### src/hw/rtl/assert_macros.svh
// assertion helpers shared by the rtl files
`ifndef ASSERT_MACROS_SVH
`define ASSERT_MACROS_SVH
`ifndef SYNTHESIS
`define HKV_ASSERT_IMP(lbl, clk, rst_n, ante, cons) \
  lbl: assert property (@(posedge clk) disable iff (!rst_n) (ante) |-> (cons)) \
    else $error("hkv assertion failed");
`define HKV_ASSERT_NXT(lbl, clk, rst_n, ante, cons) \
  lbl: assert property (@(posedge clk) disable iff (!rst_n) (ante) |=> (cons)) \
    else $error("hkv assertion failed");
`else
`define HKV_ASSERT_IMP(lbl, clk, rst_n, ante, cons)
`define HKV_ASSERT_NXT(lbl, clk, rst_n, ante, cons)
`endif
`endif

### src/hw/rtl/hkv_pkg.sv
// ----------------------------------------------------------------------------
// hkv_pkg
// types, codes and hash functions of the hashed key/value table
// ----------------------------------------------------------------------------
package hkv_pkg;

  localparam int TABLE_ENTRIES = 64;
  localparam int IDX_W  = (TABLE_ENTRIES > 1) ? $clog2(TABLE_ENTRIES) : 1;
  localparam int SCAN_W = $clog2(TABLE_ENTRIES + 1);
  localparam int CNT_W  = 7;
  localparam int HASH_W = 32;
  localparam int VAL_W  = 32;

  // queue pointers wrap naturally, so the depth stays a power of two
  localparam int FIFO_DEPTH = 2;
  localparam int FIFO_PTR_W = (FIFO_DEPTH > 1) ? $clog2(FIFO_DEPTH) : 1;
  localparam int FIFO_CNT_W = $clog2(FIFO_DEPTH + 1);

  localparam int ABSORB_SHL = 10;
  localparam int ABSORB_SHR = 6;
  localparam int FINISH_SHL_A = 3;
  localparam int FINISH_SHR = 11;
  localparam int FINISH_SHL_B = 15;

  typedef logic [1:0] mode_t;
  localparam mode_t MODE_INSERT = 2'd0;
  localparam mode_t MODE_DELETE = 2'd1;

  typedef logic [2:0] status_t;
  localparam status_t ST_INSERTED = 3'd0;
  localparam status_t ST_UPDATED  = 3'd1;
  localparam status_t ST_FOUND    = 3'd2;
  localparam status_t ST_NOTFOUND = 3'd3;
  localparam status_t ST_DELETED  = 3'd4;
  localparam status_t ST_FULL     = 3'd5;

  typedef struct packed {
    mode_t              mode;
    logic [VAL_W-1:0]   value;
    logic [HASH_W-1:0]  acc;
  } cmd_t;

  typedef struct packed {
    logic full;
    logic empty;
  } q_stat_t;

  function automatic logic [HASH_W-1:0] absorb_byte(input logic [HASH_W-1:0] h_in,
                                                     input logic [7:0] b);
    logic [HASH_W-1:0] h;
    h = h_in + {{(HASH_W-8){1'b0}}, b};
    h = h + (h << ABSORB_SHL);
    h = h ^ (h >> ABSORB_SHR);
    return h;
  endfunction

  function automatic logic [HASH_W-1:0] finish_hash(input logic [HASH_W-1:0] h_in);
    logic [HASH_W-1:0] h;
    h = h_in + (h_in << FINISH_SHL_A);
    h = h ^ (h >> FINISH_SHR);
    h = h + (h << FINISH_SHL_B);
    return h;
  endfunction

endpackage

### src/hw/rtl/hkv_in_if.sv
// ----------------------------------------------------------------------------
// hkv_in_if
// input channel: one key byte per transaction with mode and value
// ----------------------------------------------------------------------------
interface hkv_in_if import hkv_pkg::*; ();
  logic              valid;
  logic              ready;
  mode_t             mode;
  logic [7:0]        key_byte;
  logic              byte_valid;
  logic              last_byte;
  logic [VAL_W-1:0]  value_in;

  modport source (output valid, mode, key_byte, byte_valid, last_byte, value_in,
                  input ready);
  modport sink   (input valid, mode, key_byte, byte_valid, last_byte, value_in,
                  output ready);
endinterface

### src/hw/rtl/hkv_front.sv
// ----------------------------------------------------------------------------
// hkv_front
// folds key bytes into the running hash and queues a command per key
// ----------------------------------------------------------------------------
module hkv_front import hkv_pkg::*; (
  input  logic    clk,
  input  logic    rst_n,
  hkv_in_if.sink  in_if,
  input  q_stat_t q_stat,
  output logic    push,
  output cmd_t    push_cmd
);

  logic [HASH_W-1:0] acc_r, acc_nxt, acc_abs;
  logic              accept;

  assign in_if.ready = !q_stat.full;
  assign accept      = in_if.valid && in_if.ready;
  assign acc_abs     = in_if.byte_valid ? absorb_byte(acc_r, in_if.key_byte) : acc_r;

  always_comb begin
    acc_nxt = acc_r;
    if (accept) begin
      acc_nxt = in_if.last_byte ? '0 : acc_abs;
    end
  end

  assign push           = accept && in_if.last_byte;
  assign push_cmd.mode  = in_if.mode;
  assign push_cmd.value = in_if.value_in;
  assign push_cmd.acc   = acc_abs;

  always_ff @(posedge clk) begin
    if (!rst_n) begin
      acc_r <= '0;
    end else begin
      acc_r <= acc_nxt;
    end
  end

endmodule

### src/flat_wrapper.sv
// flat-port wrapper written by rule: the top's interface ports become plain ports
module hkv_front_flat import hkv_pkg::*;
  (clk, rst_n, q_stat, push, push_cmd, in_if_valid, in_if_mode, in_if_key_byte, in_if_byte_valid, in_if_last_byte, in_if_value_in, in_if_ready);
  hkv_in_if in_if_i ();
  input  logic clk;
  input  logic rst_n;
  input  q_stat_t q_stat;
  output logic push;
  output cmd_t push_cmd;
  input wire logic [$bits(in_if_i.valid)-1:0] in_if_valid;
  input wire logic [$bits(in_if_i.mode)-1:0] in_if_mode;
  input wire logic [$bits(in_if_i.key_byte)-1:0] in_if_key_byte;
  input wire logic [$bits(in_if_i.byte_valid)-1:0] in_if_byte_valid;
  input wire logic [$bits(in_if_i.last_byte)-1:0] in_if_last_byte;
  input wire logic [$bits(in_if_i.value_in)-1:0] in_if_value_in;
  output wire logic [$bits(in_if_i.ready)-1:0] in_if_ready;
  assign in_if_i.valid = in_if_valid;
  assign in_if_i.mode = in_if_mode;
  assign in_if_i.key_byte = in_if_key_byte;
  assign in_if_i.byte_valid = in_if_byte_valid;
  assign in_if_i.last_byte = in_if_last_byte;
  assign in_if_i.value_in = in_if_value_in;
  assign in_if_ready = in_if_i.ready;
  hkv_front u_core (.clk(clk), .rst_n(rst_n), .in_if(in_if_i), .q_stat(q_stat), .push(push), .push_cmd(push_cmd));
endmodule
### config.mk
export PLATFORM = sky130hd
export DESIGN_NAME = hkv_front_flat
export DESIGN_NICKNAME = d
export VERILOG_FILES = /design/src/hw/rtl/assert_macros.svh /design/src/hw/rtl/hkv_pkg.sv /design/src/hw/rtl/hkv_in_if.sv /design/src/hw/rtl/hkv_front.sv /design/src/flat_wrapper.sv
export SDC_FILE = /design/constraint.sdc
export NUM_CORES = 1
export LEC_CHECK = 0
export BUFFER_PORTS_ARGS = -buffer_cell sky130_fd_sc_hd__buf_2
export CAP_MARGIN = 40
export CORE_ASPECT_RATIO = 2
export CORE_MARGIN = 2
export CORE_UTILIZATION = 49
export DETAILED_ROUTE_END_ITERATION = 8
export PLACE_DENSITY = 0.81
export SLEW_MARGIN = 20
export SYNTH_ARGS = -nofsm -noshare
export SYNTH_HDL_FRONTEND = slang
export SYNTH_SLANG_ARGS = --single-unit
### constraint.sdc
create_clock -name clk -period 5.3 [get_ports clk]
set_input_delay 0.265 -clock clk [delete_from_list [all_inputs] [get_ports clk]]
set_output_delay 0.265 -clock clk [all_outputs]
set_load 0.01 [all_outputs]
==> impl_metrics.env <==
export IMPL_status="finished with violations"
export IMPL_violations="negative setup slack"
export IMPL_worstSetupPathType="flip-flop to output port"
export IMPL_fin_crit_sh=1.03
export IMPL_worstMarginPinSlew_ns=0.794
export IMPL_cts_tree="yes"
export IMPL_io_pins=117
export IMPL_final_cells=745
export IMPL_antenna_cells=0
export IMPL_clock_skew_ns=0.00565
export IMPL_numCtsBuffers=5
export IMPL_wl_met3_um=854
export IMPL_reg_largest_list="u_core.acc_r (32)"
export IMPL_core_rowCount=48
export IMPL_fp_dieW_um=70.2
export IMPL_cpPeakStageDelay_ns=0.41
export IMPL_wl_met1_mm=4.77
export IMPL_core_area_um2=8590
export IMPL_finalHoldViolations=0
export IMPL_wl_met2_mm=8.23
export IMPL_track_usage=0.313
export IMPL_async_flop_share=0
export IMPL_maxCapViolations=0
export IMPL_timing_fmax_mhz=184
export IMPL_drive_gt1_frac=0.367
export IMPL_worst_path_buf_inv=2
export IMPL_ant_nets=0
export IMPL_grt_max_degree=54
export IMPL_final_cell_area_um2=5530
export IMPL_ys_seq_area_frac=0.149
export IMPL_cp_slowest_cell="xor3_1"
export IMPL_clk_latency_ns=0.28
export IMPL_synthCells=566
export IMPL_power_density_nw_per_um2=158
export IMPL_slew_viol_final=0
export IMPL_crit_top_cell="o21ai_2"
export IMPL_synth_ff_type="dfxtp_1"
export IMPL_cts_max_path_buffers=2
export IMPL_gp_congestion=1.01
export IMPL_cts_root_buf="clkbuf_16"
export IMPL_grt_overflow=0
export IMPL_vias_per_cell=6.38
export IMPL_setup_slack_ns=-0.139
export IMPL_start_kind="flip-flop"
export IMPL_dpl_hpwl_mm=12.1
export IMPL_portBuffers=47
export IMPL_synth_nets=645
export IMPL_crit_fanout=4
export IMPL_clkTransAtPathRegs_ns=0.06
export IMPL_period_needed_ns=5.44
export IMPL_highest_layer="met4"
export IMPL_critPathCaptureType="output port"
export IMPL_largest_reg_flops=32
export IMPL_synth_edf_count=0
export IMPL_cts_sinks=32
export IMPL_syn_avg_cell_area_um2=7.59
export IMPL_fin_nets=723
export IMPL_place_inst=720
export IMPL_regMostFlops="u_core.acc_r"
export IMPL_syn_to_final_growth_pct=28.7
export IMPL_synth_cell_types=74
export IMPL_rsz0062_at_grt="yes"
export IMPL_drt_first_pass_iters=7
export IMPL_ctsHtreeMaxLevel=2
export IMPL_relSlewSlack=0.468
export IMPL_routed_wl_mm=15.9
export IMPL_grt_pass1_vias=4520
export IMPL_num_vias=4755
export IMPL_netlist_area_um2=4300
export IMPL_min_path_type="primary input to flip-flop"
export IMPL_drc_errors=0
export IMPL_die_area_um2=9580
export IMPL_tns_ns=-0.620
export IMPL_ys_seq_elements=32
export IMPL_finalSetupViolations=8
export IMPL_peakVddDrop_uv=217
export IMPL_postPlaceCellArea_um2=4800
export IMPL_leakage_nw=2.40
export IMPL_drtIter0Drc=370
export IMPL_start_util=0.500
export IMPL_antenna_found_initial=0
export IMPL_die_height_um=136
export IMPL_ys_warn_count=0
export IMPL_cp_top_family="compound AO/OA/AOI/OAI gates"
export IMPL_grt_pass1_wl_mm=22.9
export IMPL_cp_arrival_ns=5.17
export IMPL_wire_per_inst_um=21.4
export IMPL_required_ns=5.04
export IMPL_cts_hold_buf=0
## worst reg2reg max path, cell delays in order (launching register included)
cell and delay [ns]:
dfxtp_2 0.35, ha_4 0.14, inv_2 0.04, fa_2 0.36, nor2b_2 0.15, o21ai_2 0.09
a21boi_2 0.21, o21ai_2 0.10, a21boi_2 0.19, o21a_1 0.24, nor2_4 0.09, buf_4 0.18
nor2_2 0.11, xor2_1 0.15, buf_4 0.16, ha_1 0.27, a21oi_2 0.20, nor2_2 0.07
a221oi_4 0.32, buf_4 0.17, buf_6 0.10, o211ai_1 0.12, a21boi_1 0.27, xnor2_2 0.16
buf_4 0.17, a2111o_1 0.39, a21boi_1 0.12
## layout make-up
type                       count  area (um^2)
clock buffer                   7          143
multi-input combinational    447         3610
inverter                      28          105
fill                         707         3060
sequential                    32          642
clock inverter                 1         7.51
timing repair buffer         130          892
tap                          100          125
## per-stage QoR
step	setup slack [ns]	hold WS, ns	power (mW)	util
floorplan	0.178	0.430	0.455	-
global placement	-0.0407	0.460	0.532	0.559
detailed placement	-0.178	0.459	0.538	0.559
CTS	0.000162	0.339	0.836	0.588
global route	-0.327	0.356	0.898	0.644
finish	-0.139	0.335	0.871	0.644
## cell usage after synthesis, types with 7 or more instances
| master | n | share of area |
|---|---|---|
| nor2_1 | 55 | 0.048 |
| nand2_1 | 52 | 0.045 |
| xnor2_1 | 52 | 0.11 |
| buf_4 | 35 | 0.061 |
| a21oi_1 | 34 | 0.040 |
| dfxtp_1 | 32 | 0.15 |
| ha_1 | 28 | 0.082 |
| inv_1 | 27 | 0.024 |
| o21ai_0 | 22 | 0.026 |
| nor2b_1 | 18 | 0.026 |
| clkbuf_1 | 16 | 0.014 |
| a22oi_1 | 13 | 0.023 |
| nand3_1 | 10 | 0.012 |
| nand4_1 | 10 | 0.015 |
| and3_1 | 9 | 0.013 |
| nor3_1 | 9 | 0.010 |
| xor2_1 | 9 | 0.018 |
| a21o_1 | 7 | 0.012 |
| o21ai_1 | 7 | 0.0082 |
## power by group
part | total (mW) | switching, mW | internal, mW | leakage (nW)
Sequential | 0.253 | 0.00812 | 0.245 | 0.259
Clock | 0.296 | 0.109 | 0.187 | 0.0701
Combinational | 0.322 | 0.182 | 0.139 | 2.07
Total | 0.871 | 0.300 | 0.571 | 2.40
## per-layer routing
| layer | track usage | vias up |
|---|---|---|
| met4 | 0.313 | 0 |
| li1 | - | 2137 |
| met1 | 0.272 | 2222 |
| met5 | 0 | - |
| met2 | 0.586 | 270 |
| met3 | 0.0400 | 126 |
## cells in the final DEF (no fill, tap or decap), types with 4 or more instances in the layout
cell type / instances
nand2_1: 51
buf_6: 5
clkbuf_16: 5
xor2_1: 8
o21ai_0: 13
xnor2_2: 14
dfxtp_1: 31
nor2_1: 50
a21o_1: 7
ha_1: 21
nor3_1: 6
a21oi_2: 6
buf_2: 46
buf_4: 78
ha_2: 4
o31ai_1: 6
nor3_2: 6
xnor2_1: 37
and3_1: 8
a21boi_1: 4
a22oi_1: 13
o21ai_1: 10
a211oi_1: 4
mux2_2: 5
o21a_1: 4
a21oi_1: 28
nand4_1: 10
nor2b_1: 16
o21ai_2: 7
inv_1: 25
o211ai_1: 6
nand3_1: 9
## worst paths after layout
check | slack, ns | cells past startpoint | to | startpoint
worst min-delay path | 0.33 | 3 | u_core.acc_r[27] | in_if_last_byte
worst max register to register | 0.32 | 26 | u_core.acc_r[27] | u_core.acc_r[0]
worst max-delay path | -0.14 | 25 | push_cmd[24] | u_core.acc_r[0]
worst min register to register | 0.47 | 2 | u_core.acc_r[28] | u_core.acc_r[28]
## timing repair
item,4_1_cts,5_1_grt
pin swaps,20,45
resized for setup,24,74
hold endpoints to repair,0,0
endpoints found under the setup margin,20,23
setup buffers,5,11
gates cloned,0,0
## cells by family after synthesis
family / count (synthesis) / share of synthesized area
AOI/OAI and AO/OA: 150 / 0.253
buffers and inverters: 87 / 0.107
and+or+nand+nor: 191 / 0.225
xor gates and xnor gates: 66 / 0.149
muxes: 7 / 0.0181
adders and majority gates: 33 / 0.0981
DFF: 32 / 0.149
Note: power is estimated with default switching activity, not from simulation.
