$ cat config.mk
export PLATFORM = sky130hd
export DESIGN_NAME = hkv_cmd_fifo
export DESIGN_NICKNAME = d
export VERILOG_FILES = /design/src/hw/rtl/hkv_pkg.sv /design/src/hw/rtl/hkv_cmd_fifo.sv
export VERILOG_INCLUDE_DIRS = /design/src /design/src/hw/rtl
export SDC_FILE = /design/constraint.sdc
export NUM_CORES = 1
export LEC_CHECK = 0
export BUFFER_PORTS_ARGS = -buffer_cell sky130_fd_sc_hd__buf_2
export CORE_MARGIN = 2
export CORE_UTILIZATION = 52
export DETAILED_ROUTE_END_ITERATION = 16
export PLACE_DENSITY = 0.87
export SYNTH_ARGS = -nofsm -noshare
export SYNTH_HDL_FRONTEND = slang
export SYNTH_SLANG_ARGS = --single-unit
$ cat constraint.sdc
create_clock -name clk -period 5.4 [get_ports clk]
set_input_delay 0.81 -clock clk [delete_from_list [all_inputs] [get_ports clk]]
set_output_delay 0.81 -clock clk [all_outputs]
set_load 0.05 [all_outputs]
$ cat src/hw/rtl/assert_macros.svh
// assertion helpers shared by the rtl files
`ifndef ASSERT_MACROS_SVH
`define ASSERT_MACROS_SVH
`ifndef SYNTHESIS
`define HKV_ASSERT_IMP(lbl, clk, rst_n, ante, cons) \
  lbl: assert property (@(posedge clk) disable iff (!rst_n) (ante) |-> (cons)) \
    else $error("hkv assertion failed");
`define HKV_ASSERT_NXT(lbl, clk, rst_n, ante, cons) \
  lbl: assert property (@(posedge clk) disable iff (!rst_n) (ante) |=> (cons)) \
    else $error("hkv assertion failed");
`else
`define HKV_ASSERT_IMP(lbl, clk, rst_n, ante, cons)
`define HKV_ASSERT_NXT(lbl, clk, rst_n, ante, cons)
`endif
`endif

$ cat src/hw/rtl/hkv_pkg.sv
// ----------------------------------------------------------------------------
// hkv_pkg
// types, codes and hash functions of the hashed key/value table
// ----------------------------------------------------------------------------
package hkv_pkg;

  localparam int TABLE_ENTRIES = 64;
  localparam int IDX_W  = (TABLE_ENTRIES > 1) ? $clog2(TABLE_ENTRIES) : 1;
  localparam int SCAN_W = $clog2(TABLE_ENTRIES + 1);
  localparam int CNT_W  = 7;
  localparam int HASH_W = 32;
  localparam int VAL_W  = 32;

  // queue pointers wrap naturally, so the depth stays a power of two
  localparam int FIFO_DEPTH = 2;
  localparam int FIFO_PTR_W = (FIFO_DEPTH > 1) ? $clog2(FIFO_DEPTH) : 1;
  localparam int FIFO_CNT_W = $clog2(FIFO_DEPTH + 1);

  localparam int ABSORB_SHL = 10;
  localparam int ABSORB_SHR = 6;
  localparam int FINISH_SHL_A = 3;
  localparam int FINISH_SHR = 11;
  localparam int FINISH_SHL_B = 15;

  typedef logic [1:0] mode_t;
  localparam mode_t MODE_INSERT = 2'd0;
  localparam mode_t MODE_DELETE = 2'd1;

  typedef logic [2:0] status_t;
  localparam status_t ST_INSERTED = 3'd0;
  localparam status_t ST_UPDATED  = 3'd1;
  localparam status_t ST_FOUND    = 3'd2;
  localparam status_t ST_NOTFOUND = 3'd3;
  localparam status_t ST_DELETED  = 3'd4;
  localparam status_t ST_FULL     = 3'd5;

  typedef struct packed {
    mode_t              mode;
    logic [VAL_W-1:0]   value;
    logic [HASH_W-1:0]  acc;
  } cmd_t;

  typedef struct packed {
    logic full;
    logic empty;
  } q_stat_t;

  function automatic logic [HASH_W-1:0] absorb_byte(input logic [HASH_W-1:0] h_in,
                                                     input logic [7:0] b);
    logic [HASH_W-1:0] h;
    h = h_in + {{(HASH_W-8){1'b0}}, b};
    h = h + (h << ABSORB_SHL);
    h = h ^ (h >> ABSORB_SHR);
    return h;
  endfunction

  function automatic logic [HASH_W-1:0] finish_hash(input logic [HASH_W-1:0] h_in);
    logic [HASH_W-1:0] h;
    h = h_in + (h_in << FINISH_SHL_A);
    h = h ^ (h >> FINISH_SHR);
    h = h + (h << FINISH_SHL_B);
    return h;
  endfunction

endpackage

$ cat src/hw/rtl/hkv_cmd_fifo.sv
// ----------------------------------------------------------------------------
// hkv_cmd_fifo
// short command queue between the hashing front and the table back
// ----------------------------------------------------------------------------
`include "assert_macros.svh"

module hkv_cmd_fifo import hkv_pkg::*; (
  input  logic    clk,
  input  logic    rst_n,
  input  logic    push,
  input  cmd_t    push_cmd,
  input  logic    pop,
  output cmd_t    pop_cmd,
  output q_stat_t q_stat
);

  cmd_t                  mem_r [FIFO_DEPTH];
  logic [FIFO_PTR_W-1:0] wr_ptr_r, rd_ptr_r;
  logic [FIFO_CNT_W-1:0] cnt_r, cnt_nxt;

  assign q_stat.full  = (cnt_r == FIFO_CNT_W'(FIFO_DEPTH));
  assign q_stat.empty = (cnt_r == '0);
  assign pop_cmd      = mem_r[rd_ptr_r];

  always_comb begin
    cnt_nxt = cnt_r;
    if (push && !pop) begin
      cnt_nxt = cnt_r + 1'b1;
    end else if (pop && !push) begin
      cnt_nxt = cnt_r - 1'b1;
    end
  end

  always_ff @(posedge clk) begin
    if (push) begin
      mem_r[wr_ptr_r] <= push_cmd;
    end
  end

  always_ff @(posedge clk) begin
    if (!rst_n) begin
      wr_ptr_r <= '0;
      rd_ptr_r <= '0;
      cnt_r    <= '0;
    end else begin
      if (push) begin
        wr_ptr_r <= wr_ptr_r + 1'b1;
      end
      if (pop) begin
        rd_ptr_r <= rd_ptr_r + 1'b1;
      end
      cnt_r <= cnt_nxt;
    end
  end

  `HKV_ASSERT_IMP(a_no_overflow, clk, rst_n, push, !q_stat.full || pop)
  `HKV_ASSERT_IMP(a_no_underflow, clk, rst_n, pop, !q_stat.empty)

endmodule

==> results of run 1 <==
## cell type report
| cell class | count | area, um2 | share of cell area (%) |
|---|---|---|---|
| Clock buffer | 19 | 421.7 | 6.608 |
| Multi-Input combinational cell | 82 | 867.1 | 13.59 |
| Antenna cell | 1 | 2.502 | 0.03922 |
| Clock inverter | 12 | 151.4 | 2.373 |
| Inverter | 1 | 3.754 | 0.05882 |
| Timing Repair Buffer | 140 | 708.2 | 11.10 |
| Sequential cell | 137 | 4065 | 63.71 |
| Tap cell | 129 | 161.4 | 2.529 |
## cells by family after synthesis
kind of cell | share of synthesized area (%)
muxes | 14.90
adders and majority gates | 0.2508
DFF | 81.46
AOI/OAI and AO/OA | 0.4013
buffers and inverters | 1.329
and+or+nand+nor | 1.129
xor gates and xnor gates | 0.5268
## cell usage after synthesis (all sizes together)
| cell | count | area, um2 |
|---|---|---|
| o21ai | 1 | 5.000 |
| nor2b | 2 | 12.51 |
| xor2 | 2 | 17.52 |
| inv | 1 | 3.750 |
| o21a | 1 | 7.510 |
| edfxtp | 132 | 3964 |
| nor2 | 1 | 3.750 |
| buf | 7 | 62.56 |
| xnor2 | 1 | 8.760 |
| ha | 1 | 12.51 |
| and2 | 4 | 25.02 |
| and2b | 1 | 8.760 |
| dfxtp | 5 | 100.1 |
| or3 | 1 | 6.260 |
| mux2 | 66 | 743.2 |
| a21boi | 1 | 7.510 |
## routing by layer
metal,routed length (um),up-vias,share of wire (%)
met5,0,-,0
met4,184,0,2.2
met3,593,18,7.0
met2,4278,97,50
met1,3436,1249,40
li1,-,1207,-
## metrics by stage
stage                     power [mW]  hold WS (ns)  util (%)  setup slack, ns  cell area [um2]
after detailed placement       1.665        0.4969     62.53            2.585             5806
final                          2.752        0.4821     68.73            2.059             6381
after global routing           2.842        0.4580     68.71            1.900             6379
after floorplan                1.571        0.4662         -            1.160             4989
after CTS                      2.772        0.4638     68.71            2.008             6379
after global placement         1.655        0.4753     62.53            2.608             5806
## report_power, final
group	internal [mW]	total [mW]	switching, mW
clock network	0.699	1.11	0.413
registers	1.23	1.25	0.0224
logic	0.113	0.388	0.275
## worst max-delay path, delay by kind of cell (launching register included)
family,cells,cell delay (ns)
buffers and inverters,2,0.77
flip-flops,1,0.81
multiplexers,1,0.42
## worst min-delay path by stage
| stage | startpoint | to | slack [ns] | cells past startpoint |
|---|---|---|---|---|
| floorplan | cnt_r[1] | cnt_r[1] | 0.47 | 2 |
| detailed placement | cnt_r[1] | cnt_r[1] | 0.50 | 2 |
| global route | push_cmd[11] | mem_r[1][11] | 0.46 | 1 |
| global placement | cnt_r[1] | cnt_r[1] | 0.48 | 2 |
| CTS | push_cmd[61] | mem_r[1][61] | 0.46 | 1 |
| finish | push_cmd[60] | mem_r[0][60] | 0.48 | 1 |
## registers in the layout (all words and copies together), names as in the netlist, named ones only
signal / count
cnt_r: 2
mem_r: 132
rd_ptr_r: 1
wr_ptr_r: 1
==> results, run 1 <==
- The run finished with clean final reports.
- The die is 101.9 um wide.
- The total power density per cell area is ~430 mW/mm2.
- The worst-path cell with the longest stage delay is dfxtp_2.
- The met1 track utilization from global routing is slightly below 20%.
- The hold buffer count at CTS is 0.
- Setup violations remaining at the end of the flow were counted as 0.
- The max-slew violation total from the final report was 0.
- VDD sags by at most roughly 230 uV.
- The achievable frequency is around 0.3 GHz.
- met2 is the most crowded layer.
- The total nets after synthesis is around 300.
- The sort of element at the start of the critical path is a flop.
- Global routing used 6.772% of the available met3 tracks.
- The number of distinct library cell variants in the gate-level netlist after synthesis is 18.
- For this run, the total global-route usage over all layers was measured as between 10% and 20%.
- Summed over all layers, the global routing overflow is 0.
- The area of the core is between 0.009 and 0.01 mm2.
- The most common cell after layout, fill and taps aside is buf_2.
- The arrival time at the worst endpoint is 2.53 ns.
- At the end of routability-driven placement, the weighted congestion stood at between 0.7 and 0.8.
- The slew at the pin closest to its max-slew limit is roughly 0.98 ns.
- Global routing used 27.43% of the available met2 tracks.
- The buffer levels on the longest clock path is 2.
- The number of setup buffers added after CTS is 0.
- The final antenna-violating net count is 0.
- The largest net degree at the start of global routing is 38.
- The number of non-filler instances in the completed layout is 521.
- The setup check on the worst reg-to-reg path leaves a slack of between 3 and 4 ns.
- Setup repair after global routing left no endpoint under its margin.
- For this run, the detailed router's first-pass iteration total came to 4.
- The cell leakage power is 2.425 nW.
- Once the clock tree was built, the resizer swapped 0 gates to a different size.
- The number of global-route vias before repair is approximately 2600.
- The source of the worst register-to-register timing path is wr_ptr_r.
- After clock tree synthesis, the clock-pin slew on the worst setup and hold paths is roughly 0.060 ns.
- At the later pin of the worst-skew pair, clock insertion delay measures 0.51 ns.
- The post-route netlist has between 60% and 70% of its cells at a drive strength greater than 1.
- The end point of the critical path is pop_cmd[16].
- In the final routed layout, each cell accounts on average for roughly 16 um.
- The HPWL after detailed placement is around 5400 um.
- The boundary pin count is approximately 140.
- The endpoint of the lowest-slack register-to-register path is mem_r[0][45].
- Clock tree synthesis inserted a total of 17 buffers.
- The cell depth of the worst flop-to-flop path is 2.
- The worst pin sits at a relative slew slack of 34.85%.
- The kind of path behind the tightest hold check is in -> reg.
- The top cell types in the final layout, fill and taps aside, are buf_2, edfxtp_1, mux2_2.
- The minimum clock period is approximately 3.3 ns.
- The first-pass GRT wire length is between 10000 and 15000 um.
- The average instance in the mapped netlist occupies ~22 um2.
- The cell count after synthesis came out at ~230.
- The clock drives roughly 140 sinks.
- The cell at the root of the clock tree is clkbuf_8.
- The overall die area is slightly above 0.01 mm2.
- The post-synthesis sequential element count is about 140.
- The final hold violation count is 0.
- TritonCTS built the clock tree.
- For this block, the via count after detailed routing is 2571.
- The sequential-to-total area share from yosys stat is between 80% and 90%.
- The area growth from synthesis to final layout is 27.92%.
- Of all nets on the critical path, the largest fanout is 37.
- The largest single stage delay on the critical path is roughly 0.8 ns.
- The net total in the final layout is 450.
- STA classifies the critical path endpoint as an output pin.
- Traced cell by cell, the critical path runs through buf_4 -> mux2_2 -> buf_2.
- In this run, the number of DRC markers left after iteration 0 of detailed routing was 98.
- The count of input and output buffers is ~140.
- The vertical extent of the die is 101.9 um.
- Adding up every negative setup slack in the final design gives 0 ns.
- For this run, design rule violations remaining after detail routing come to 0.
- The worst path uses between 60% and 70% of the clock period.
- Across the run, the number of max-cap violations was 0.
- The routed wire length is between 8000 and 9000 um.
- The routed via count divided by cell count is roughly 5.
- In this run the number of H-tree levels came out at 4.
- On the final layout, the worst clock skew is approximately 0.009 ns.
- Including well taps, the total number of placed cells is roughly 490.
- The initial antenna violation count was 0.
- Yosys printed 0 warnings.
- The number of placement rows is 35.
- The start-to-end type of the worst setup path is reg -> out.
- Fill cells in the final layout number 665.
- The starting density of the core is a little over half.
- Data on the critical path is required at its endpoint by between 4 and 5 ns.
- The synthesized area is 0.004989 mm2.
Power figures use the tool's default switching activity.
==> run 2, diff against run 1 <==
==> constraint.sdc (replaced) <==
create_clock -name clk -period 3.5 [get_ports clk]
set_input_delay 0.525 -clock clk [delete_from_list [all_inputs] [get_ports clk]]
set_output_delay 0.525 -clock clk [all_outputs]
set_load 0.05 [all_outputs]
==> run 2 against run 1 <==
Flip-flop and latch count unchanged. Combinational power increased by 55%. Clock power increased by 50%. Global-route usage decreased by 0.57 points. Utilization increased by 0.12 points. Final cell count increased by 0.19%. Critical endpoint is now pop_cmd[30].
==> results, run 2 (same netlist as run 1, synthesis figures left out) <==
- The number of DRC violations after detailed routing is 0 (unchanged).
- The cell leakage power is 2.410 nW (-0.61%).
- The number of flip-flops under the largest register name is 132 (unchanged).
- The boundary pin count is 138 (unchanged).
- The buffer levels on the longest clock path is 2 (unchanged).
- In this run the critical register-to-register path is launched from wr_ptr_r.
- The number of placement rows was 35 (unchanged).
- The overall die area is 0.01039 mm2 (unchanged).
- The routed wire length came to 8345 um (-1.7%).
- Derived from the worst setup path, the maximum achievable clock frequency is approximately 0.36 GHz.
- The count of input and output buffers is 137 (unchanged).
- The cell count after placement is 490 (+0.20%).
- The slew at the pin closest to its max-slew limit is 0.8959 ns (-0.07935 ns).
- The final clock skew is 0.005785 ns (-0.003192 ns).
- The element type at the critical path end is an output pin.
- The most critical setup path has its endpoint at pop_cmd[30].
- The tightest min-delay check is of the in -> reg type.
- The HPWL after detailed placement came to 5423 um (-0.30%).
- The share of layout cells above drive strength 1 was 61.07% (+0.20 points).
- The endpoint of the lowest-slack register-to-register path is mem_r[0][26].
- The area of the core came to 0.009284 mm2 (unchanged).
- The final antenna-violating net count is 0 (unchanged).
- The aggregate negative setup slack is 0 ns (unchanged).
- The critical path goes through buf_12 -> mux2_2 -> buf_2.
- The weighted congestion reported at the end of routability-driven placement was 0.7116 (about the same).
- The total power is 4.203 mW (+53%).
- The number of violations reported at the end of detailed-routing iteration 0 came to 67 (-32%).
- The routed via count divided by cell count came to 4.912 (-0.46%).
- The die outline width is 101.9 um (unchanged).
- In the layout the commonest cells are buf_2, edfxtp_1, mux2_2.
- The max-slew violation total from the final report came to 0 (unchanged).
- The cell depth of the worst flop-to-flop path is 2 (unchanged).
- The post-cts sizing count is 0 (unchanged).
- The initial antenna violation count came to 0 (unchanged).
- In the final layout, the registers with the most flip-flops are mem_r: 132 flops, cnt_r: 2 flops.
- The final hold violation count is 0 (unchanged).
- Among all stages on the critical path, the largest delay is contributed by dfxtp_2.
- The most flop-heavy register is mem_r.
- The cell at the root of the clock tree is clkbuf_8.
- The clock-pin transition on the worst setup and hold timing paths came to 0.06 ns (about the same).
- The total overflow reported by the global router is 0 (unchanged).
- The number of global-route vias before repair is 2633 (+0.61%).
- The via count of the routed design came to 2564 (-0.27%).
- The run finished with clean final reports.
- The arrival time at the worst endpoint is 2.25 ns (-0.28 ns).
- The portion of the clock cycle consumed by the worst path in the final layout is 79.35%.
- The TritonCTS buffer count is 17 (unchanged).
- The minimum setup slack among reg-to-reg paths is 1.84 ns (-1.51 ns).
- The net total in the final layout is 451 (+0.22%).
- The largest stage delay on the critical path is 0.84 ns (+0.03 ns).
- The clock sink count is 137 (unchanged).
- For the finished layout, the period the worst path requires is around 2.8 ns.
- The first-pass iteration count of the detailed router was 4 (unchanged).
- The clock network latency to the later pin of the worst-skew pair is 0.51 ns (about the same).
- STA classifies the critical path startpoint as a flop.
- The final antenna diode count is 0 (-1).
- The all-layer global routing usage is 16.28% (-0.57 points).
- Setup repair after global routing left no endpoint under its margin.
- The area growth from synthesis to final layout is 28.14%.
- The maximum fanout along the worst path came to 35 (-5.4%).
- The worst slew margin relative to its limit is 40.28% (+5.4 points).
- The maximum level of the CTS H-tree is 4 (unchanged).
- The CTS tree is done.
- The number of non-filler instances in the completed layout came to 522 (+0.19%).
- The critical path in this run is classified as reg -> out.
- The final setup violation count is 0 (unchanged).
- The largest net degree at the start of global routing is 67 (+76%).
- The number of post-CTS setup repair buffers is 0 (unchanged).
- The data required time of the critical path came to 2.97 ns (-1.62 ns).
- The routed wirelength normalized by instance count came to 15.99 um (-1.9%).
- The maximum vdd ir drop is 328.9 uV (+42%).
- The starting density of the core is 53.73% (unchanged).
- The number of maximum-capacitance constraint violations is 0 (unchanged).
- The vertical extent of the die is 101.9 um (unchanged).
- The final standard cell area without fillers is 0.006392 mm2 (+0.18%).
- The total power density per cell area came to 657.5 mW/mm2 (+52%).
- The most common cell after layout, fill and taps aside is buf_2.
- The hold buffer count at CTS came to 0 (unchanged).
- The post-place instance area is 0.005827 mm2 (+0.37%).
- The first-pass GRT wire length is 12430 um (-1.1%).
-- run 2: cell count changes in the layout (fill, tap and decap cells not counted), sizes merged --
cell      before  now
clkbuf        19   18
inv            2    4
diode          1    0
clkinv         7    3
bufinv         3    2
buf          140  141
clkinvlp       1    6
-- run 2: layout make-up --
class,count,area (um2)
flip-flops and latches,137,4065
fillers,645,2892
multi-input cells,82,868.3
repair buffers,141,728.2
clock buffers,18,417.9
well taps,129,161.4
clock inverters,14,147.6
inverters,1,3.754
-- run 2: how the worst min path moves through the flow --
stage	startpoint	end	slack, ns	depth (start not counted)
3_5_place_dp	cnt_r[1]	cnt_r[1]	0.52	2
2_1_floorplan	cnt_r[1]	cnt_r[1]	0.47	2
3_3_place_gp	cnt_r[1]	cnt_r[1]	0.48	2
6_report	push_cmd[17]	mem_r[0][17]	0.20	1
4_1_cts	push_cmd[0]	mem_r[1][0]	0.17	1
5_1_grt	push_cmd[54]	mem_r[0][54]	0.18	1
-- run 2: power breakdown --
group,internal [mW],switching (mW)
Sequential,1.90,0.0361
Clock,1.01,0.655
Combinational,0.179,0.423
Total,3.09,1.11
-- run 2: per-stage QoR --
stage	util (%)	worst slack, ns	hold slack [ns]
finish	68.85	0.7228	0.2039
global route	68.85	0.5679	0.1782
CTS	68.85	0.6449	0.1743
detailed placement	62.76	1.205	0.5186
global placement	62.76	1.212	0.4796
floorplan	-	0.7933	0.4662
-- run 2: critical path: cells and delay by family, from the launching register on --
| family | cells | cell delay [ns] |
|---|---|---|
| buffers and inverters | 2 | 0.53 |
| multiplexers | 1 | 0.38 |
| flip-flops | 1 | 0.84 |
-- run 2: metal layers --
metal	track usage, %	up-vias	part of all wire, %
li1	-	1205	-
met3	5.404	9	7.3
met4	7.795	0	1.2
met2	27.07	104	52
met1	19.20	1246	40
met5	0	-	0
