### config.mk
export PLATFORM = sky130hd
export DESIGN_NAME = hkv_back_flat
export DESIGN_NICKNAME = d
export VERILOG_FILES = /design/src/hw/rtl/hkv_pkg.sv /design/src/hw/rtl/hkv_out_if.sv /design/src/hw/rtl/hkv_ram.sv /design/src/hw/rtl/hkv_back.sv /design/src/flat_wrapper.sv
export VERILOG_INCLUDE_DIRS = /design/src /design/src/hw/rtl
export SDC_FILE = /design/constraint.sdc
export NUM_CORES = 2
export LEC_CHECK = 0
export BUFFER_PORTS_ARGS = -buffer_cell sky130_fd_sc_hd__buf_2
export CORE_MARGIN = 1
export CORE_UTILIZATION = 45
export CTS_CLUSTER_SIZE = 40
export DETAILED_ROUTE_END_ITERATION = 6
export PLACE_DENSITY = 0.69
export SETUP_SLACK_MARGIN = 0.2
export SLEW_MARGIN = 5
export SYNTH_ARGS = -nofsm -noshare
export SYNTH_HDL_FRONTEND = slang
export SYNTH_SLANG_ARGS = --single-unit
export TNS_END_PERCENT = 5
### constraint.sdc
create_clock -name clk -period 7.3 [get_ports clk]
set_input_delay 1.825 -clock clk [delete_from_list [all_inputs] [get_ports clk]]
set_output_delay 1.825 -clock clk [all_outputs]
set_load 0.02 [all_outputs]
### src/hw/rtl/assert_macros.svh
// assertion helpers shared by the rtl files
`ifndef ASSERT_MACROS_SVH
`define ASSERT_MACROS_SVH
`ifndef SYNTHESIS
`define HKV_ASSERT_IMP(lbl, clk, rst_n, ante, cons) \
  lbl: assert property (@(posedge clk) disable iff (!rst_n) (ante) |-> (cons)) \
    else $error("hkv assertion failed");
`define HKV_ASSERT_NXT(lbl, clk, rst_n, ante, cons) \
  lbl: assert property (@(posedge clk) disable iff (!rst_n) (ante) |=> (cons)) \
    else $error("hkv assertion failed");
`else
`define HKV_ASSERT_IMP(lbl, clk, rst_n, ante, cons)
`define HKV_ASSERT_NXT(lbl, clk, rst_n, ante, cons)
`endif
`endif

### src/hw/rtl/hkv_pkg.sv
// ----------------------------------------------------------------------------
// hkv_pkg
// types, codes and hash functions of the hashed key/value table
// ----------------------------------------------------------------------------
package hkv_pkg;

  localparam int TABLE_ENTRIES = 64;
  localparam int IDX_W  = (TABLE_ENTRIES > 1) ? $clog2(TABLE_ENTRIES) : 1;
  localparam int SCAN_W = $clog2(TABLE_ENTRIES + 1);
  localparam int CNT_W  = 7;
  localparam int HASH_W = 32;
  localparam int VAL_W  = 32;

  // queue pointers wrap naturally, so the depth stays a power of two
  localparam int FIFO_DEPTH = 2;
  localparam int FIFO_PTR_W = (FIFO_DEPTH > 1) ? $clog2(FIFO_DEPTH) : 1;
  localparam int FIFO_CNT_W = $clog2(FIFO_DEPTH + 1);

  localparam int ABSORB_SHL = 10;
  localparam int ABSORB_SHR = 6;
  localparam int FINISH_SHL_A = 3;
  localparam int FINISH_SHR = 11;
  localparam int FINISH_SHL_B = 15;

  typedef logic [1:0] mode_t;
  localparam mode_t MODE_INSERT = 2'd0;
  localparam mode_t MODE_DELETE = 2'd1;

  typedef logic [2:0] status_t;
  localparam status_t ST_INSERTED = 3'd0;
  localparam status_t ST_UPDATED  = 3'd1;
  localparam status_t ST_FOUND    = 3'd2;
  localparam status_t ST_NOTFOUND = 3'd3;
  localparam status_t ST_DELETED  = 3'd4;
  localparam status_t ST_FULL     = 3'd5;

  typedef struct packed {
    mode_t              mode;
    logic [VAL_W-1:0]   value;
    logic [HASH_W-1:0]  acc;
  } cmd_t;

  typedef struct packed {
    logic full;
    logic empty;
  } q_stat_t;

  function automatic logic [HASH_W-1:0] absorb_byte(input logic [HASH_W-1:0] h_in,
                                                     input logic [7:0] b);
    logic [HASH_W-1:0] h;
    h = h_in + {{(HASH_W-8){1'b0}}, b};
    h = h + (h << ABSORB_SHL);
    h = h ^ (h >> ABSORB_SHR);
    return h;
  endfunction

  function automatic logic [HASH_W-1:0] finish_hash(input logic [HASH_W-1:0] h_in);
    logic [HASH_W-1:0] h;
    h = h_in + (h_in << FINISH_SHL_A);
    h = h ^ (h >> FINISH_SHR);
    h = h + (h << FINISH_SHL_B);
    return h;
  endfunction

endpackage

### src/hw/rtl/hkv_out_if.sv
// ----------------------------------------------------------------------------
// hkv_out_if
// result channel: one transaction per finished key operation
// ----------------------------------------------------------------------------
interface hkv_out_if import hkv_pkg::*; ();
  logic              valid;
  logic              ready;
  status_t           status;
  logic [HASH_W-1:0] key_hash;
  logic [VAL_W-1:0]  value_out;
  logic [CNT_W-1:0]  entry_count;

  modport source (output valid, status, key_hash, value_out, entry_count,
                  input ready);
  modport sink   (input valid, status, key_hash, value_out, entry_count,
                  output ready);
endinterface

### src/hw/rtl/hkv_ram.sv
// ----------------------------------------------------------------------------
// hkv_ram
// generic single write, single read ram with registered read data
// ----------------------------------------------------------------------------
module hkv_ram #(
  parameter int WIDTH = 32,
  parameter int DEPTH = 64,
  localparam int AW = (DEPTH > 1) ? $clog2(DEPTH) : 1
) (
  input  logic             clk,
  input  logic             we,
  input  logic [AW-1:0]    waddr,
  input  logic [WIDTH-1:0] wdata,
  input  logic             re,
  input  logic [AW-1:0]    raddr,
  output logic [WIDTH-1:0] rdata
);

  logic [WIDTH-1:0] mem [DEPTH];
  logic [WIDTH-1:0] rdata_r;

  always_ff @(posedge clk) begin
    if (we) begin
      mem[waddr] <= wdata;
    end
    if (re) begin
      rdata_r <= mem[raddr];
    end
  end

  assign rdata = rdata_r;

endmodule

### src/hw/rtl/hkv_back.sv
// ----------------------------------------------------------------------------
// hkv_back
// walks the table for a match and a free slot, then applies the operation
// ----------------------------------------------------------------------------
`include "assert_macros.svh"

module hkv_back import hkv_pkg::*; (
  input  logic      clk,
  input  logic      rst_n,
  input  q_stat_t   q_stat,
  input  cmd_t      pop_cmd,
  output logic      pop,
  hkv_out_if.source out_if
);

  typedef enum logic [1:0] {S_IDLE, S_SCAN, S_EXEC, S_DONE} state_t;

  localparam logic [IDX_W-1:0]  LAST_IDX = IDX_W'(TABLE_ENTRIES - 1);
  localparam logic [SCAN_W-1:0] SCAN_END = SCAN_W'(TABLE_ENTRIES);

  state_t                   state_r, state_nxt;
  logic [HASH_W-1:0]        key_r, key_nxt;
  mode_t                    mode_r, mode_nxt;
  logic [VAL_W-1:0]         val_r, val_nxt;
  logic [SCAN_W-1:0]        idx_r, idx_nxt;
  logic                     rd_pend_r, rd_pend_nxt;
  logic [IDX_W-1:0]         rd_idx_r, rd_idx_nxt;
  logic                     hit_r, hit_nxt, free_r, free_nxt;
  logic [IDX_W-1:0]         hit_idx_r, hit_idx_nxt, free_idx_r, free_idx_nxt;
  logic [TABLE_ENTRIES-1:0] valid_r, valid_nxt;
  logic [CNT_W-1:0]         count_r, count_nxt;
  status_t                  status_r, status_nxt;
  logic                     out_valid_r, out_valid_nxt;
  status_t                  out_status_r, out_status_nxt;
  logic [HASH_W-1:0]        out_hash_r, out_hash_nxt;
  logic [VAL_W-1:0]         out_value_r, out_value_nxt;
  logic [CNT_W-1:0]         out_count_r, out_count_nxt;

  logic              key_re, key_we, val_we, val_re;
  logic [IDX_W-1:0]  val_waddr;
  logic [HASH_W-1:0] key_rdata;
  logic [VAL_W-1:0]  val_rdata;
  logic              cmp_hit, cmp_free, scan_end;
  logic              is_ins, is_del, upd_fire, ins_fire, del_fire, exec;

  hkv_ram #(.WIDTH(HASH_W), .DEPTH(TABLE_ENTRIES)) u_key_ram (
    .clk   (clk),
    .we    (key_we),
    .waddr (free_idx_r),
    .wdata (key_r),
    .re    (key_re),
    .raddr (idx_r[IDX_W-1:0]),
    .rdata (key_rdata)
  );

  hkv_ram #(.WIDTH(VAL_W), .DEPTH(TABLE_ENTRIES)) u_val_ram (
    .clk   (clk),
    .we    (val_we),
    .waddr (val_waddr),
    .wdata (val_r),
    .re    (val_re),
    .raddr (hit_idx_r),
    .rdata (val_rdata)
  );

  assign pop      = (state_r == S_IDLE) && !q_stat.empty;
  assign key_re   = (state_r == S_SCAN) && (idx_r < SCAN_END) && !scan_end;
  // compare the entry whose key came back from the ram this cycle
  assign cmp_hit  = rd_pend_r && valid_r[rd_idx_r] && (key_rdata == key_r);
  assign cmp_free = rd_pend_r && !valid_r[rd_idx_r];
  assign scan_end = cmp_hit || (rd_pend_r && (rd_idx_r == LAST_IDX));

  assign exec     = (state_r == S_EXEC);
  assign is_ins   = (mode_r == MODE_INSERT);
  assign is_del   = (mode_r == MODE_DELETE);
  assign upd_fire = exec && is_ins && hit_r;
  assign ins_fire = exec && is_ins && !hit_r && free_r;
  assign del_fire = exec && is_del && hit_r;
  assign key_we   = ins_fire;
  assign val_we   = upd_fire || ins_fire;
  assign val_waddr = hit_r ? hit_idx_r : free_idx_r;
  assign val_re   = exec && !is_ins && !is_del && hit_r;

  always_comb begin
    state_nxt    = state_r;
    key_nxt      = key_r;
    mode_nxt     = mode_r;
    val_nxt      = val_r;
    idx_nxt      = idx_r;
    rd_pend_nxt  = rd_pend_r;
    rd_idx_nxt   = rd_idx_r;
    hit_nxt      = hit_r;
    hit_idx_nxt  = hit_idx_r;
    free_nxt     = free_r;
    free_idx_nxt = free_idx_r;
    valid_nxt    = valid_r;
    count_nxt    = count_r;
    status_nxt   = status_r;
    out_valid_nxt  = out_valid_r && !out_if.ready;
    out_status_nxt = out_status_r;
    out_hash_nxt   = out_hash_r;
    out_value_nxt  = out_value_r;
    out_count_nxt  = out_count_r;

    case (state_r)
      S_IDLE: begin
        if (pop) begin
          key_nxt     = finish_hash(pop_cmd.acc);
          mode_nxt    = pop_cmd.mode;
          val_nxt     = pop_cmd.value;
          idx_nxt     = '0;
          rd_pend_nxt = 1'b0;
          hit_nxt     = 1'b0;
          free_nxt    = 1'b0;
          state_nxt   = S_SCAN;
        end
      end
      S_SCAN: begin
        rd_pend_nxt = key_re;
        rd_idx_nxt  = idx_r[IDX_W-1:0];
        if (key_re) begin
          idx_nxt = idx_r + 1'b1;
        end
        if (cmp_hit) begin
          hit_nxt     = 1'b1;
          hit_idx_nxt = rd_idx_r;
        end
        if (cmp_free && !free_r) begin
          free_nxt     = 1'b1;
          free_idx_nxt = rd_idx_r;
        end
        if (scan_end) begin
          state_nxt = S_EXEC;
        end
      end
      S_EXEC: begin
        if (ins_fire) begin
          valid_nxt[free_idx_r] = 1'b1;
          count_nxt = count_r + 1'b1;
        end
        if (del_fire) begin
          valid_nxt[hit_idx_r] = 1'b0;
          count_nxt = count_r - 1'b1;
        end
        if (is_ins) begin
          status_nxt = hit_r ? ST_UPDATED : (free_r ? ST_INSERTED : ST_FULL);
        end else if (is_del) begin
          status_nxt = hit_r ? ST_DELETED : ST_NOTFOUND;
        end else begin
          status_nxt = hit_r ? ST_FOUND : ST_NOTFOUND;
        end
        state_nxt = S_DONE;
      end
      S_DONE: begin
        if (!out_valid_r || out_if.ready) begin
          out_valid_nxt  = 1'b1;
          out_status_nxt = status_r;
          out_hash_nxt   = key_r;
          out_value_nxt  = (status_r == ST_FOUND) ? val_rdata : '0;
          out_count_nxt  = count_r;
          state_nxt      = S_IDLE;
        end
      end
      default: begin
        state_nxt = S_IDLE;
      end
    endcase
  end

  always_ff @(posedge clk) begin
    if (!rst_n) begin
      state_r     <= S_IDLE;
      rd_pend_r   <= 1'b0;
      valid_r     <= '0;
      count_r     <= '0;
      out_valid_r <= 1'b0;
    end else begin
      state_r     <= state_nxt;
      rd_pend_r   <= rd_pend_nxt;
      valid_r     <= valid_nxt;
      count_r     <= count_nxt;
      out_valid_r <= out_valid_nxt;
    end
    key_r        <= key_nxt;
    mode_r       <= mode_nxt;
    val_r        <= val_nxt;
    idx_r        <= idx_nxt;
    rd_idx_r     <= rd_idx_nxt;
    hit_r        <= hit_nxt;
    hit_idx_r    <= hit_idx_nxt;
    free_r       <= free_nxt;
    free_idx_r   <= free_idx_nxt;
    status_r     <= status_nxt;
    out_status_r <= out_status_nxt;
    out_hash_r   <= out_hash_nxt;
    out_value_r  <= out_value_nxt;
    out_count_r  <= out_count_nxt;
  end

  assign out_if.valid       = out_valid_r;
  assign out_if.status      = out_status_r;
  assign out_if.key_hash    = out_hash_r;
  assign out_if.value_out   = out_value_r;
  assign out_if.entry_count = out_count_r;

  `HKV_ASSERT_IMP(a_count_matches, clk, rst_n, 1'b1, count_r == CNT_W'($countones(valid_r)))
  `HKV_ASSERT_IMP(a_insert_free_slot, clk, rst_n, ins_fire, !valid_r[free_idx_r])
  `HKV_ASSERT_IMP(a_delete_valid_slot, clk, rst_n, del_fire, valid_r[hit_idx_r])
  `HKV_ASSERT_NXT(a_pop_starts_scan, clk, rst_n, pop, state_r == S_SCAN)

endmodule

### src/flat_wrapper.sv
// flat-port wrapper written by rule: the top's interface ports become plain ports
module hkv_back_flat import hkv_pkg::*;
  (clk, rst_n, q_stat, pop_cmd, pop, out_if_valid, out_if_status, out_if_key_hash, out_if_value_out, out_if_entry_count, out_if_ready);
  hkv_out_if out_if_i ();
  input  logic clk;
  input  logic rst_n;
  input  q_stat_t q_stat;
  input  cmd_t pop_cmd;
  output logic pop;
  output wire logic [$bits(out_if_i.valid)-1:0] out_if_valid;
  output wire logic [$bits(out_if_i.status)-1:0] out_if_status;
  output wire logic [$bits(out_if_i.key_hash)-1:0] out_if_key_hash;
  output wire logic [$bits(out_if_i.value_out)-1:0] out_if_value_out;
  output wire logic [$bits(out_if_i.entry_count)-1:0] out_if_entry_count;
  input wire logic [$bits(out_if_i.ready)-1:0] out_if_ready;
  assign out_if_valid = out_if_i.valid;
  assign out_if_status = out_if_i.status;
  assign out_if_key_hash = out_if_i.key_hash;
  assign out_if_value_out = out_if_i.value_out;
  assign out_if_entry_count = out_if_i.entry_count;
  assign out_if_i.ready = out_if_ready;
  hkv_back u_core (.clk(clk), .rst_n(rst_n), .q_stat(q_stat), .pop_cmd(pop_cmd), .pop(pop), .out_if(out_if_i));
endmodule
==> impl_summary.log <==
[metrics] run status: finished, final reports clean
[metrics] worst clock skew: 0.135 ns
[metrics] row cnt: 221
[metrics] CTS clock-pin slew for the worst setup and hold paths: 0.06 ns
[metrics] Clk Tree Root Cell: sky130_fd_sc_hd__clkbuf_16
[metrics] clock period minus final worst setup slack: 6.09 ns
[metrics] achievable clock frequency: 0.164 GHz
[metrics] area of the placeable core: 0.364 sq mm
[metrics] crit-path cells: buf_2 > ha_1 > a211oi_1 > nor2_1 > a2111oi_0 > buf_4 > o21ai_1 > a21oi_1 > nor3_1 > xor2_1 > xor2_1 > ha_1 > fa_1 > a211oi_1 > nor2_1 > o221ai_1 > a31oi_1 > o21a_1 > nor2_1 > o21ai_0 > xor3_1
[metrics] number of setup violations in the final report: 0
[metrics] Mapped Nets: 7910
[metrics] final count of pins violating max slew: 0
[metrics] worst hold path type: reg2reg
[metrics] Tcrit/Tclk final: 83.4%
[metrics] count of H-tree levels built during CTS: 5
[metrics] number of gates resized after cts: 0
[metrics] area overhead of the layout relative to synthesis: 13.3%
[metrics] max-slew headroom at the worst pin: 21.2%
[metrics] met3 Resource Use GR: 3.77%
[metrics] final-report hold violation count: 0
[metrics] FFs w/ async S/R, synth: 0%
[metrics] number of nets in the layout: 8315
[metrics] sum of net half-perimeters after detailed placement: 239 mm
[metrics] most used cells in the layout excluding fill and tap cells: 4330 x sky130_fd_sc_hd__edfxtp_1, 677 x sky130_fd_sc_hd__mux4_2, 643 x sky130_fd_sc_hd__a22oi_1, 424 x sky130_fd_sc_hd__clkbuf_16, 263 x sky130_fd_sc_hd__buf_4
[metrics] count of different cell masters after synthesis: 66
[metrics] router iterations before antenna repair: 6
[metrics] maximum number of pins on one net before global-route repair: 126
[metrics] maximum vdd ir drop: 0.000528 V
[metrics] Worst-Skew Late Latency: 0.98 ns
[metrics] number of buffers inserted during clock tree synthesis: 420
[metrics] remaining number of nets flagged by the antenna check after routing: 0
[metrics] average vias per placed instance: 6.38
[metrics] worst-path fanout max: 3
[metrics] number of input and output port buffers inserted: 145
[metrics] crit path launch type: input port
[metrics] die area: 0.369 sq mm
[metrics] arrival time worst endpoint: 6.73 ns
[metrics] Global Route met2 Usage: 38.6%
[metrics] hold bufs inserted after CTS: 0
[metrics] die width: 607 um
[metrics] count of non-filler cells in the finished layout: 13348
[metrics] most frequently used flop master after synthesis: sky130_fd_sc_hd__edfxtp_1
[metrics] Fin Setup TNS: 0 ns
[metrics] most common cell after layout, fill and taps aside: sky130_fd_sc_hd__edfxtp_1
[metrics] total wire length: 442 mm
[metrics] sink count of the clock tree: 4405
[metrics] drt first-iter violations: 11961
[metrics] EDFF count, synth: 4330
[metrics] gate count after technology mapping: 7781
[metrics] count of filler cells inserted in the layout: 27600
[metrics] final setup margin: 1.21 ns
[metrics] Bufs and invs on worst path: 2
[metrics] netlist area before placement: 0.165 sq mm
[metrics] kind of end point of the critical path: register
[metrics] GRT Resource Usage Total: 23.3%
[metrics] number of max-cap violations: 0
[metrics] wire per inst: 33.1 um
[metrics] power density over cell area: 340 mW/mm^2
[metrics] number of warnings issued by yosys: 0
[metrics] post-synthesis sequential element count: 4405
[metrics] I/O pin cnt: 147
[metrics] Starting Density: 45.3%
[metrics] global route hottest layer: met2
[metrics] weighted congestion at the end of routability-driven global placement: 0.822
[metrics] combined flip-flop and latch cell area: 0.132 sq mm
[metrics] synthesized area per cell: 21.2 sq um
[metrics] unrepaired setup endpoints after global routing: false
[metrics] Least-Margin Pin Slew: 1.18 ns
[metrics] WP data required: 7.94 ns
[metrics] routed via count: 85120
[metrics] family of cells with the greatest summed delay on the critical path: compound AO/OA/AOI/OAI gates
[metrics] library cell appearing most often on the critical path: sky130_fd_sc_hd__nor2_1
[metrics] proportion of synthesized chip area in sequential cells: 79.8%
[metrics] Layout Utilization: 51.4%
[metrics] ratio of cells with drive above 1 in the final layout: 22.6%
[metrics] type of the worst setup path: in2reg
[metrics] Crit path largest cell delay: 0.68 ns
[metrics] first-pass GRT wire length: 621 mm
[metrics] antenna violations before repair: 25
[metrics] number of global-route vias before repair: 83788
[metrics] DRC violation count after routing: 0
[metrics] met1 capacity usage during global routing: 31.0%
[metrics] total congestion overflow after global routing: 0
[metrics] Clock Tree Buf Depth: 4
[metrics] CTS tree: done
[metrics] setup fix buffers added after clock tree synthesis: 0
[metrics] placed cell count: 12558
[metrics] multi-input logic area: 0.0326 sq mm
[metrics] critical path's slowest cell: sky130_fd_sc_hd__a2111oi_0
[metrics] worst setup slack before clock tree synthesis: 0.378 ns
[metrics] overall die height: 607 um
[metrics] Final Hold Slack: 0.461 ns
[metrics] Leak: 0.0572 uW
==> worst paths after layout <==
kind | from | end | slack [ns] | cells after the start
setup / recovery | pop_cmd[1] | u_core.key_r[31] | 1.21 | 21
hold / removal | u_core.count_r[6] | u_core.out_if.entry_count[6] | 0.46 | 0
setup reg to reg | u_core.hit_r | u_core.u_key_ram.mem[16][21] | 2.90 | 6
hold reg to reg | u_core.count_r[6] | u_core.out_if.entry_count[6] | 0.46 | 0
==> state kept, by name (all words and copies together) (netlist names), 6 cells and up <==
register / flops
u_core.u_key_ram.mem: 2048
u_core.u_val_ram.mem: 2048
u_core.valid_r: 64
u_core.key_r: 32
u_core.out_if.key_hash: 32
u_core.out_if.value_out: 32
u_core.u_key_ram.rdata: 32
u_core.u_val_ram.rdata: 32
u_core.val_r: 32
u_core.count_r: 7
u_core.idx_r: 7
u_core.out_if.entry_count: 7
u_core.free_idx_r: 6
u_core.hit_idx_r: 6
u_core.rd_idx_r: 6
==> routing by layer <==
metal	share of wire (%)	up-vias	routed length (um)
met3	9.5	966	42000
met2	49	5413	217000
met1	37	44535	163000
met5	0.011	-	49
met4	4.4	8	19600
li1	-	34198	-
==> synthesized netlist by cell type, drive strengths merged (39+ instances only) <==
cell / instances / area (sq um)
edfxtp: 4330 / 130000
mux4: 691 / 15600
a22oi: 643 / 4830
clkbuf: 311 / 1170
a221oi: 192 / 1680
a22o: 192 / 1680
nor2: 179 / 679
a31oi: 161 / 1010
a21oi: 135 / 676
buf: 134 / 586
nand4: 98 / 619
dfxtp: 75 / 1500
nand2: 75 / 282
nand3: 75 / 380
xnor2: 60 / 533
o221a: 56 / 631
ha: 55 / 688
and2: 48 / 300
xor2: 39 / 342
==> worst reg2reg max path: cells and delay by family (launching register included) <==
kind	cells	cell delay, ns
buf+inv	1	0.51
flops	1	0.77
simple gates	5	2.81
==> stage by stage <==
stage	instance area, sq um	total power [uW]
after global placement	173000	42500
final	187000	63600
after CTS	187000	63900
after floorplan	165000	38700
after global routing	187000	65400
after detailed placement	173000	42800
==> kinds of logic after synthesis <==
kind of cell	after synthesis	share of synthesized area, %
compound gates	1482	6.82
xor+xnor	101	0.559
fa+ha+maj	58	0.454
buf+inv	460	1.10
flops	4405	79.8
mux	710	9.59
simple gates	565	1.72
==> layout make-up <==
| cell class | count | share of cell area (%) |
|---|---|---|
| flip-flops and latches | 4405 | 70.4 |
| inverters | 15 | 0.0301 |
| diodes | 11 | 0.0147 |
| clock buffers | 507 | 5.88 |
| repair buffers | 428 | 1.66 |
| multi-input cells | 2916 | 17.5 |
| clock inverters | 272 | 1.34 |
| well taps | 4794 | 3.21 |
==> where the power goes <==
group          switching [uW]  internal (uW)  leakage, uW
clock network            9390          12000      0.00658
registers                 390          30400       0.0396
logic                    6860           4590       0.0111
total                   16600          46900       0.0572
(Power assumes the default switching activity.)
